$ cat src/design/tkds_pkg.sv
// Shared types and constants for the three-key descending sorter.
`timescale 1ns / 1ps

package tkds_pkg;

	// Defaults of the top-level parameters
	localparam int DEF_MAX_ITEMS = 64;
	localparam int DEF_KEY_WIDTH = 32;
	localparam int DEF_ID_WIDTH  = 16;

	// Depth of the command queue between front and back (power of two)
	localparam int Q_DEPTH = 2;

	typedef struct packed {
		logic [15:0]        item_id;
		logic signed [31:0] primary_weight;
		logic signed [31:0] secondary_weight;
		logic signed [31:0] tertiary_weight;
		logic               is_last;
	} load_req_t;

	typedef struct packed {
		logic [15:0]        sorted_id;
		logic signed [31:0] out_primary;
		logic signed [31:0] out_secondary;
		logic signed [31:0] out_tertiary;
		logic               last_out;
	} result_req_t;

	// Classified request handed from the front to the back
	typedef struct packed {
		load_req_t item;
		logic      store;
	} sort_cmd_t;

	typedef enum logic [1:0] {
		ST_IDLE,
		ST_SCAN,
		ST_EMIT
	} back_state_t;

endpackage

$ cat src/design/tkds_queue.sv
// Short command queue that decouples the front end from the sorting back end.
`timescale 1ns / 1ps

module tkds_queue (
	input  logic                clk,
	input  logic                arst_n,
	input  logic                push_valid,
	output logic                push_stall,
	input  tkds_pkg::sort_cmd_t push_cmd,
	output logic                pop_valid,
	input  logic                pop_stall,
	output tkds_pkg::sort_cmd_t pop_cmd
);
	import tkds_pkg::*;

	localparam int QPW = $clog2(Q_DEPTH);

	sort_cmd_t      slots_q [Q_DEPTH];
	logic [QPW:0]   wr_ptr_q;
	logic [QPW:0]   rd_ptr_q;
	logic           full;
	logic           empty;

	assign empty      = wr_ptr_q == rd_ptr_q;
	assign full       = (wr_ptr_q ^ rd_ptr_q) == {1'b1, {QPW{1'b0}}};
	assign push_stall = full;
	assign pop_valid  = !empty;
	assign pop_cmd    = slots_q[rd_ptr_q[QPW-1:0]];

	always_ff @(posedge clk or negedge arst_n) begin
		if (!arst_n) begin
			wr_ptr_q <= '0;
			rd_ptr_q <= '0;
		end else begin
			if (push_valid && !full) begin
				wr_ptr_q <= wr_ptr_q + 1'b1;
			end
			if (!empty && !pop_stall) begin
				rd_ptr_q <= rd_ptr_q + 1'b1;
			end
		end
	end

	always_ff @(posedge clk) begin
		if (push_valid && !full) begin
			slots_q[wr_ptr_q[QPW-1:0]] <= push_cmd;
		end
	end

endmodule

$ cat config.mk
export PLATFORM = sky130hd
export DESIGN_NAME = tkds_queue
export DESIGN_NICKNAME = d
export VERILOG_FILES = /design/src/design/tkds_pkg.sv /design/src/design/tkds_queue.sv
export SDC_FILE = /design/constraint.sdc
export NUM_CORES = 1
export LEC_CHECK = 0
export ABC_AREA = 1
export ABC_CLOCK_PERIOD_IN_PS = 5800
export BUFFER_PORTS_ARGS = -buffer_cell sky130_fd_sc_hd__buf_2
export CAP_MARGIN = 20
export CORE_ASPECT_RATIO = 1.25
export CORE_MARGIN = 5
export CORE_UTILIZATION = 30
export CTS_CLUSTER_DIAMETER = 40
export DETAILED_ROUTE_END_ITERATION = 10
export RECOVER_POWER = 50
export SYNTH_ARGS = -nofsm -noshare
export SYNTH_HDL_FRONTEND = slang
export SYNTH_SLANG_ARGS = --single-unit
$ cat constraint.sdc
create_clock -name clk -period 5.8 [get_ports clk]
set_input_delay 1.74 -clock clk [delete_from_list [all_inputs] [get_ports clk]]
set_output_delay 1.74 -clock clk [all_outputs]
set_load 0.05 [all_outputs]
### Word level (Yosys, flattened, before mapping)

Memory sizes are Yosys's and may differ from the RTL's.
Cells that the tools add are included.

* register bits after elaboration: 4
* input bits: 118
* word-level logic and storage cells: 15
* memory bits (writable): 228
* memories kept: 1

* reductions and logical operators: 5
* add/sub/neg operators: 2
* mux-type cells: 2
* bitwise logic cells: 1
* equality and inequality tests: 2

Memory list
* slots_q: depth 2, width 114, read ports 1, clocked after memory_dff 0, write ports 1, line tkds_queue.sv:18 `sort_cmd_t slots_q [Q_DEPTH];`

Operators with widths (count)
* $add 2x1->2 const B: 2
* $logic_not 1->1: 3
* $eq 2x2->1: 1
* $eq 2x2->1 const B: 1
* $logic_and 1x1->1: 2
* $mux 1: 2
* $xor 2x2->2: 1

### Longest topological paths before layout

* depth after elaboration: 6
* gate-level depth with buffers: 8
* mapped depth without buffers: 7

### Least setup slack after synthesis

OpenSTA, ideal clock, no wires.

* kind: input port to flip-flop
* start point: in push_valid
* end point: mem slots_q[1][0] (netlist name), enable pin
* required time: 5.332 ns
* data arrival time: 4.117 ns
* stages on the path: 4
* slack: 1.216 ns
* cells stage by stage: nand2_1 -> inv_1 -> nand2_1 -> inv_1

* cells in the longest elaborated chain, start to end: 3

Ends and longest elaborated chain
* start: declaration: line tkds_queue.sv:7 `input logic push_valid,`
* $logic_and 1x1->1: line tkds_queue.sv:45 `if (push_valid && !full) begin`
* $mux 1: line tkds_queue.sv:45
* $mux 1 (not written as such): line tkds_queue.sv:46 `slots_q[wr_ptr_q[QPW-1:0]] <= push_cmd;`
* end: declaration: line tkds_queue.sv:18

No other way between the ends.

==> impl.org <==
** Timing
- Between clock sinks in the finished design, the worst skew comes to 0.00878 ns.
- Max-slew violations :: 58
- Timing-limited maximum frequency :: 212 MHz
- In the final timing run, aggregate negative setup slack is 0 ns.
- Worst slew slack as a fraction of its limit :: -0.660
- Number of failing hold endpoints at the final stage :: 0
- Setup violations remaining at the end of the flow were counted as 0.
- Tightest Pin Transition :: 2.49 ns
- Setup repair after global routing left no endpoint under its margin.
- Shortest clock period the worst path allows after layout :: 4.71 ns
- Dividing the final minimum period by the clock period gives 0.812.

** Logic synthesis
- Synthesized area divided by synthesized cell count :: ~13 um2
- The number of nets in the synthesized netlist is 755.
- The mapped netlist covers 8560 um2.
- The share of the Yosys chip area taken by registers is 0.811.
- Netlist cell types :: 11
- Yosys printed 0 warnings.
- Number of instances in the synthesized netlist :: 637
- FF+latch count, synth :: 232

** Min path
- Path category of the worst min-delay check :: reg2reg
- In this run the most critical hold path is launched from rd_ptr_q[1].
- For hold timing, the worst endpoint is rd_ptr_q[1].
- Along the worst hold path, the cell count comes to 2.

** Clock network
- Counting every sink on the clock net gives 232.
- Max H-tree Level :: 1
- The clock passes through at most 3 buffers.
- Clock tree from TritonCTS :: done
- Clock Pin Slew Worst Setup and Hold Paths :: 0.06 ns
- Clk root buf :: clkbuf_16
- Number of buffers inserted during clock tree synthesis :: 27
- After clock tree synthesis, the setup repair step added 0 buffers.
- Skew-Pair Late Insertion Delay :: 0.52 ns
- Post-CTS repair changed the size of 0 cells.
- Hold buffer count at CTS :: 0

** Floorplan
- Measured along the y axis, the die boundary spans 199 um.
- The region available for standard cell placement spans 28300 um2.
- Top-Level Pins :: 234
- From left edge to right edge, the die measures between 150 and 200 um.
- In this run the core area contains 69 standard-cell rows.
- The floorplan step defined a die boundary enclosing 32000 um2.
- The initial utilization of the core area, before any placement, comes to 0.302.

** Cells and area
- Layout overhead on the synthesized area :: 27.5%
- In the final layout, the share of cells above drive strength 1 is 0.253.
- Leading cell type in the layout, fill and taps excluded :: nand2_1
- Leaving out fill and tap cells, the most frequent cells in the layout are 365 x nand2_1, 228 x edfxtp_1, 172 x buf_2.
- Nets :: 997

** Routing
- In the final routed layout, each cell accounts on average for 15.9 um.
- For this run, the detailed router's first-pass iteration total came to 6.
- After detailed routing, the number of remaining DRC violations is 0.
- Count of vias placed by the detailed router :: 5368
- Wire length after detailed routing :: 20.0 mm
- Vias per std cell :: 4.27
- DRT antenna net count :: 0
- Iteration-0 DRC Markers :: 200

** Placement
- Half-perimeter wire length after detailed placement :: 12.7 mm
- Buffers placed on the I/O ports in this run total 233.
- Gpl congestion :: 0.765

** Worst setup path
- STA classifies the critical path startpoint as a register.
- In this run the critical register-to-register path is launched from rd_ptr_q[0].
- The number of cells on the worst reg-to-reg path is 7.
- In this run the register-to-register setup slack is 1.16 ns.
- The critical path is of the reg2out type.
- Maximum fanout along the worst path :: 75
- Arrival time worst endpoint :: 2.97 ns
- Critical path data required time :: 4.06 ns
- End of the worst register-to-register path :: slots_q[0][20]
- The worst setup path is captured at an output port.

** Status
- Failing checks :: capacitance limit, slew limit
- The run finished, with violations left.

** Global routing
- Entering global routing, the biggest net connects between 70 and 80 pins.
- Total overflow reported by the global router :: 0
- The first global-routing pass estimated 29.5 mm of wire.
- The initial antenna violation count was 5.
- Via count of the first global-routing pass :: between 5000 and 6000
- For this run, the total global-route usage over all layers was measured as 0.119.

** Job
- Max-cap violations in this run came to 1.
worst max-delay path, stage by stage (launching register included):
cell,delay (ns)
dfrtp_4,0.74
inv_4,0.73
buf_4,0.40
nand2_1,0.08
nand2_1,0.09
buf_2,0.27
layout make-up:
class / instances / area (um2)
fillers: 2738 / 17400
clock inverters: 17 / 218
flip-flops and latches: 232 / 6950
inverters: 9 / 38.8
diodes: 2 / 5.00
repair buffers: 238 / 1150
well taps: 355 / 444
clock buffers: 32 / 704
multi-input cells: 371 / 1400
flip-flops by register name (all words and copies together), names as in the netlist:
register,count
slots_q,228
wr_ptr_q,2
rd_ptr_q,2
worst max-delay path by stage:
stage                startpoint         endpoint  slack, ns  cells after the start
floorplan            push_valid    slots_q[1][0]       1.22                      4
global placement    rd_ptr_q[0]      pop_cmd[40]       1.59                      5
detailed placement  rd_ptr_q[0]      pop_cmd[40]       1.59                      5
CTS                 rd_ptr_q[0]      pop_cmd[40]       1.02                      5
global route        rd_ptr_q[0]  slots_q[0][113]       0.79                      7
finish              rd_ptr_q[0]      pop_cmd[40]       1.09                      5
routing by layer:
| layer | vias to the layer above | global-route usage | part of all wire |
|---|---|---|---|
| met5 | - | 0 | 0.0021 |
| met3 | 64 | 0.0317 | 0.063 |
| met4 | 6 | 0.0626 | 0.048 |
| met2 | 173 | 0.213 | 0.52 |
| met1 | 2490 | 0.129 | 0.37 |
| li1 | 2635 | - | - |
Yosys cell counts, drive strengths merged:
| library cell | n | area, um2 |
|---|---|---|
| inv | 9 | 36.3 |
| edfxtp | 228 | 6850 |
| nor2 | 1 | 6.26 |
| dfrtp | 4 | 100 |
| nand2 | 366 | 1380 |
| buf | 25 | 174 |
| nand3 | 4 | 20.0 |
stage by stage:
step / util / cell area [um2] / setup WS, ns / hold slack, ns / std cells
global placement: 0.356 / 10100 / 1.59 / 0.501 / 1205
CTS: 0.388 / 11000 / 1.02 / 0.527 / 1254
detailed placement: 0.356 / 10100 / 1.59 / 0.510 / 1205
global route: 0.385 / 10900 / 0.788 / 0.554 / 1256
floorplan: - / 8560 / 1.22 / 0.482 / 637
finish: 0.385 / 10900 / 1.09 / 0.524 / 1256
cells by family (layout without fill, tap and decap cells):
family	after synthesis	count (layout)	share of synthesized area
buf+inv	34	296	0.0245
flops	232	232	0.811
other cells	0	2	0
simple gates	371	371	0.164
Power is left out: the tool's default activity adds up to more than one toggle a clock period on the data nets, which glitch-free logic cannot reach.
