File: src/design/tkds_pkg.sv
// Shared types and constants for the three-key descending sorter.
`timescale 1ns / 1ps

package tkds_pkg;

	// Defaults of the top-level parameters
	localparam int DEF_MAX_ITEMS = 64;
	localparam int DEF_KEY_WIDTH = 32;
	localparam int DEF_ID_WIDTH  = 16;

	// Depth of the command queue between front and back (power of two)
	localparam int Q_DEPTH = 2;

	typedef struct packed {
		logic [15:0]        item_id;
		logic signed [31:0] primary_weight;
		logic signed [31:0] secondary_weight;
		logic signed [31:0] tertiary_weight;
		logic               is_last;
	} load_req_t;

	typedef struct packed {
		logic [15:0]        sorted_id;
		logic signed [31:0] out_primary;
		logic signed [31:0] out_secondary;
		logic signed [31:0] out_tertiary;
		logic               last_out;
	} result_req_t;

	// Classified request handed from the front to the back
	typedef struct packed {
		load_req_t item;
		logic      store;
	} sort_cmd_t;

	typedef enum logic [1:0] {
		ST_IDLE,
		ST_SCAN,
		ST_EMIT
	} back_state_t;

endpackage

File: src/design/tkds_front.sv
// Front end: accepts load requests, decides store or drop, counts the set.
`timescale 1ns / 1ps

module tkds_front #(
	parameter int MAX_ITEMS = 64
) (
	input  logic                clk,
	input  logic                arst_n,
	input  logic                load_valid,
	output logic                load_stall,
	input  tkds_pkg::load_req_t load_req,
	output logic                push_valid,
	input  logic                push_stall,
	output tkds_pkg::sort_cmd_t push_cmd
);
	import tkds_pkg::*;

	localparam int CW = $clog2(MAX_ITEMS + 1);

	logic [CW-1:0] cnt_q;
	logic          room;
	logic          take;

	assign room       = cnt_q < CW'(MAX_ITEMS);
	assign load_stall = push_stall;
	assign take       = load_valid && !push_stall;

	assign push_valid     = load_valid;
	assign push_cmd.item  = load_req;
	assign push_cmd.store = room;

	// Count stored entries of the open set; a last request closes it
	always_ff @(posedge clk or negedge arst_n) begin
		if (!arst_n) begin
			cnt_q <= '0;
		end else if (take) begin
			if (load_req.is_last) begin
				cnt_q <= '0;
			end else if (room) begin
				cnt_q <= cnt_q + 1'b1;
			end
		end
	end

endmodule

File: config.mk
export PLATFORM = sky130hd
export DESIGN_NAME = tkds_front
export DESIGN_NICKNAME = d
export VERILOG_FILES = /design/src/design/tkds_pkg.sv /design/src/design/tkds_front.sv
export SDC_FILE = /design/constraint.sdc
export NUM_CORES = 1
export LEC_CHECK = 0
export ABC_AREA = 1
export BUFFER_PORTS_ARGS = -buffer_cell sky130_fd_sc_hd__buf_2
export CAP_MARGIN = 40
export CORE_AREA = 2 2 91 93
export CTS_BUF_LIST = sky130_fd_sc_hd__clkbuf_8
export CTS_CLUSTER_DIAMETER = 40
export DETAILED_ROUTE_END_ITERATION = 10
export DIE_AREA = 0 0 93 95
export GPL_TIMING_DRIVEN = 0
export HOLD_SLACK_MARGIN = 0.12
export PLACE_DENSITY = 0.56
export SLEW_MARGIN = 10
export SYNTH_ARGS = -nofsm -noshare
export SYNTH_HDL_FRONTEND = slang
export SYNTH_SLANG_ARGS = --single-unit
File: constraint.sdc
create_clock -name clk -period 1.5 [get_ports clk]
set_input_delay 0.45 -clock clk [delete_from_list [all_inputs] [get_ports clk]]
set_output_delay 0.45 -clock clk [all_outputs]
set_load 0.1 [all_outputs]
---- Yosys cells after proc, flatten, opt, wreduce, memory -nomap -nowiden ----
Index checks and enable logic that the tools add are counted.
storage, ports and cells
  memory bits (writable) .................. 0
  memories kept ........................... 0
  bits in registers ....................... 7
  word-level logic and storage cells ...... 9
  memory bits (read-only) ................. 0
  output and inout bits ................... 116
  bits in latches ......................... 0
operators by class
  mux-type cells .......................... 2
  reduce and logical (&&, ||, !) cells .... 4
  div/mod/pow operators ................... 0
  shift operators ......................... 0
  multipliers ............................. 0
  bitwise operators ....................... 0
  add/subtract/negate cells ............... 1
  equality and inequality tests ........... 0
  $lt $le $gt $ge ......................... 1
operators with widths
  operator             number
  $mux 7               2
  $add 7x1->7 const B  1
  $lt 7x7->1 const B   1
  $reduce_and 2->1     1
  $reduce_bool 2->1    1
  $logic_and 1x1->1    1
  $logic_not 1->1      1

---- Depth between registers and ports, before layout ----
  word-level depth ........................ 3
  mapped depth ............................ 6
  depth with buffers taken out ............ 6

---- Worst setup path after synthesis ----
Ideal clock, no wire load.
  kind .................................... register to output
  start point ............................. reg cnt_q[6]
  end point ............................... out push_cmd[0] (netlist bit)
  data required time ...................... 1050 ps
  arrival time ............................ 777 ps
  cell stages (with the launch flop) ...... 3
  path slack .............................. 273 ps
  path buffers ............................ 1
  cells stage by stage .................... dfrtp_1 -> inv_1 -> buf_4
between the ends
  word-level cells in the longest chain between the ends .. 1
RTL lines
  what                      line              RTL
  start: declaration        tkds_front.sv:20  logic [CW-1:0] cnt_q;
  start signal: assignment  tkds_front.sv:40  cnt_q <= cnt_q + 1'b1;
  $lt 7x7->1                tkds_front.sv:24  assign room = cnt_q < CW'(MAX_ITEMS);
  end: declaration          tkds_front.sv:14  output tkds_pkg::sort_cmd_t push_cmd
Every way passes these cells.

---- Worst setup path in the final report ----
Same ends and word-level chain as after synthesis.

==> impl_metrics.json <==
{
  "status": "finished clean",
  "nets": 411,
  "fin_crit_sh_pct": 96.66,
  "p_leak_nw": 1.262,
  "cts_max_level": 1,
  "num_rows": 33,
  "start_kind": "flip-flop",
  "ys.flop_type": "dfrtp_1",
  "crit_slowest_cell": "dfrtp_1",
  "grt.total_usage_pct": 6.024,
  "largest_register": "cnt_q",
  "antenna_found_initial": 0,
  "syn_area_um2": 1281,
  "area_growth_pct": 63.18,
  "diodes": 0,
  "globalplace.congestion": 0.7922,
  "first_pass_iters": 4,
  "cts_buffers": 3,
  "pre_cts_slack_ns": -0.04370,
  "combPwrFrac_pct": 76.9,
  "dieArea_um2": 8835,
  "clock_path_buffers": 2,
  "ys_types": 17,
  "ir_drop_mv": 0.6002,
  "reg_top3": "cnt_q: 7 flops",
  "cts_sinks": 7,
  "r2r_end": "cnt_q[4]",
  "crit_path_max_incr_delay_ns": 0.41,
  "async_flop_share_pct": 100.0,
  "relSlewSlack_pct": 65.00,
  "fill_cells": 880,
  "min_period_ns": 1.450,
  "cp_cell_sequence": "inv_2 -> buf_4 -> buf_12",
  "synth_top_area_share_pct": 67.97,
  "slew_violations": 0,
  "synth_top_area_cell": "buf_4",
  "worstSetupPathType": "reg2out",
  "hold_viol": 0,
  "fin_util_pct": 26.37,
  "syn_inst": 167,
  "rrSetupSlack_ns": 0.21,
  "synthTopCellsByArea": "buf_4 (68%), dfrtp_1 (14%), nand2_1 (4.1%)",
  "clk_latency_ns": 0.22,
  "largest_register_ffs": 7,
  "grt_max_degree": 8,
  "routedWlPerCell_um": 8.423,
  "synthTopCellsByCount": "buf_4 (116), nand2_1 (14), dfrtp_1 (7)",
  "cp_max_fo": 3,
  "max_freq_ghz": 0.6897,
  "dpl.hpwl_mm": 3.092,
  "r2r_cells": 6,
  "avgSynthCellArea_um2": 7.672,
  "power.switching_w": 0.001437,
  "die_x_um": 93,
  "worst_pin_slew_ns": 0.5287,
  "fp.dieH_um": 95,
  "internal_power_w": 0.0007059,
  "drtIter0Drc": 16,
  "ios": 233,
  "min-delay-start": "cnt_q[5]",
  "totalWireLength_mm": 3.344,
  "initial_utilization_pct": 16.16,
  "ys_ff_latch": 7,
  "io_buffers": 120,
  "grt_pass1_wl_mm": 4.209,
  "arrival_ns": 1.00,
  "setup_ws_ns": 0.05004,
  "clk_pin_slew_ns": 0.04,
  "synth_most_common_cell": "buf_4",
  "hold_end": "cnt_q[5]",
  "required_ns": 1.05,
  "pwr-share-seq_pct": 11.0,
  "synth_seq_area_share_pct": 13.67,
  "num_vias": 1309,
  "fin_skew_ns": 0.001717,
  "drv_cap": 0,
  "synth_edf_count": 0,
  "rsz0062_at_grt": "false",
  "powerDensity_nw_per_um2": 1025,
  "drcViolationCount": 0,
  "hold-path-cell-count": 2,
  "viasPerCell": 3.297,
  "timing.rr.start": "cnt_q[0]",
  "cp-end-kind": "output pin",
  "setup_viol": 0,
  "root_buffer": "clkbuf_8",
  "coreArea_um2": 7928,
  "ant_nets": 0,
  "cts_tree": "built",
  "synth_warnings": 0,
  "grt_pass1_vias": 920,
  "overflow": 0,
  "hp-class": "reg2reg",
  "synth_nets": 285,
  "p_clk_share_pct": 12.1,
  "layout-drive-gt1-share_pct": 85.27,
  "p_sw_share_pct": 67.05
}
## cells in the final DEF (no fill, tap or decap), types with 2 or more instances in the layout
| cell | Yosys | layout |
|---|---|---|
| buf_2 | 0 | 116 |
| buf_4 | 116 | 118 |
| clkbuf_8 | 0 | 3 |
| dfrtp_1 | 7 | 7 |
| inv_1 | 6 | 6 |
| inv_2 | 1 | 2 |
| nand2_1 | 14 | 14 |
| nand2_2 | 2 | 2 |
| nand3_1 | 3 | 3 |
| nand4_1 | 4 | 4 |
| nor2_1 | 3 | 3 |
| o21ai_0 | 2 | 2 |
| o21ai_2 | 3 | 3 |
## power by group through the flow
stage               sequential, W  clock [W]  combinational, W
floorplan                0.000232          0           0.00149
global placement         0.000237          0           0.00165
detailed placement       0.000238          0           0.00165
CTS                      0.000236   0.000269           0.00166
global route             0.000240   0.000283           0.00170
finish                   0.000236   0.000259           0.00165
## stage by stage
stage	power, W	instances	setup TNS (ns)	instance area, µm²	hold WS [ns]
global placement	0.001883	392	-0.04466	2013	0.2964
global route	0.002223	397	0	2091	0.5623
CTS	0.002160	397	0	2088	0.5406
floorplan	0.001725	167	0	1281	0.1544
finish	0.002143	397	0	2091	0.5479
detailed placement	0.001889	392	-0.04688	2013	0.2990
## cell type report
class | count | area, µm² | share of cell area, %
Buffer | 116 | 870.8 | 41.65
Clock buffer | 3 | 41.29 | 1.975
Clock inverter | 1 | 3.754 | 0.1795
Inverter | 7 | 26.28 | 1.257
Multi-Input combinational cell | 37 | 209.0 | 9.994
Sequential cell | 7 | 175.2 | 8.378
Tap cell | 105 | 131.4 | 6.284
Timing Repair Buffer | 121 | 633.1 | 30.28
## per-layer routing
metal / GRT usage [%] / vias to the layer above / routed length [µm]
met1: 5.521 / 543 / 876
met3: 1.516 / 0 / 472
met4: 1.471 / 0 / 0
li1: - / 651 / -
met5: 0 / - / 0
met2: 12.92 / 115 / 1995
## repair_timing
item | CTS | global route
buffers inserted | 0 | 0
endpoints found under the hold margin | 7 | 0
gates resized for setup | 6 | 2
setup endpoints to repair | 3 | 2
hold buffers | 1 | 0
## worst max-delay path: cells and delay by family, from the launching register on
family	cells	cell delay (ns)
flip-flops	1	0.41
buffers and inverters	3	0.36
## how the worst max path moves through the flow
stage          slack, ns   startpoint  cells after the start          end
6_report            0.05     cnt_q[6]                      3  push_cmd[0]
5_1_grt             0.01     cnt_q[6]                      3  push_cmd[0]
4_1_cts           0.0007   load_valid                      3   push_valid
3_5_place_dp       -0.04  load_req[0]                      3  push_cmd[1]
3_3_place_gp       -0.04  load_req[0]                      3  push_cmd[1]
2_1_floorplan       0.27     cnt_q[6]                      2  push_cmd[0]
## logic make-up (layout without fill, tap and decap cells)
| family | Yosys count | count (layout) | synth area share [%] |
|---|---|---|---|
| buffers and inverters | 123 | 248 | 70.02 |
| and+or+nand+nor | 27 | 27 | 9.570 |
| AOI/OAI and AO/OA | 9 | 9 | 5.762 |
| DFF | 7 | 7 | 13.67 |
| adders and majority gates | 1 | 1 | 0.9764 |
No activity file was read; power rests on OpenSTA's default activity.
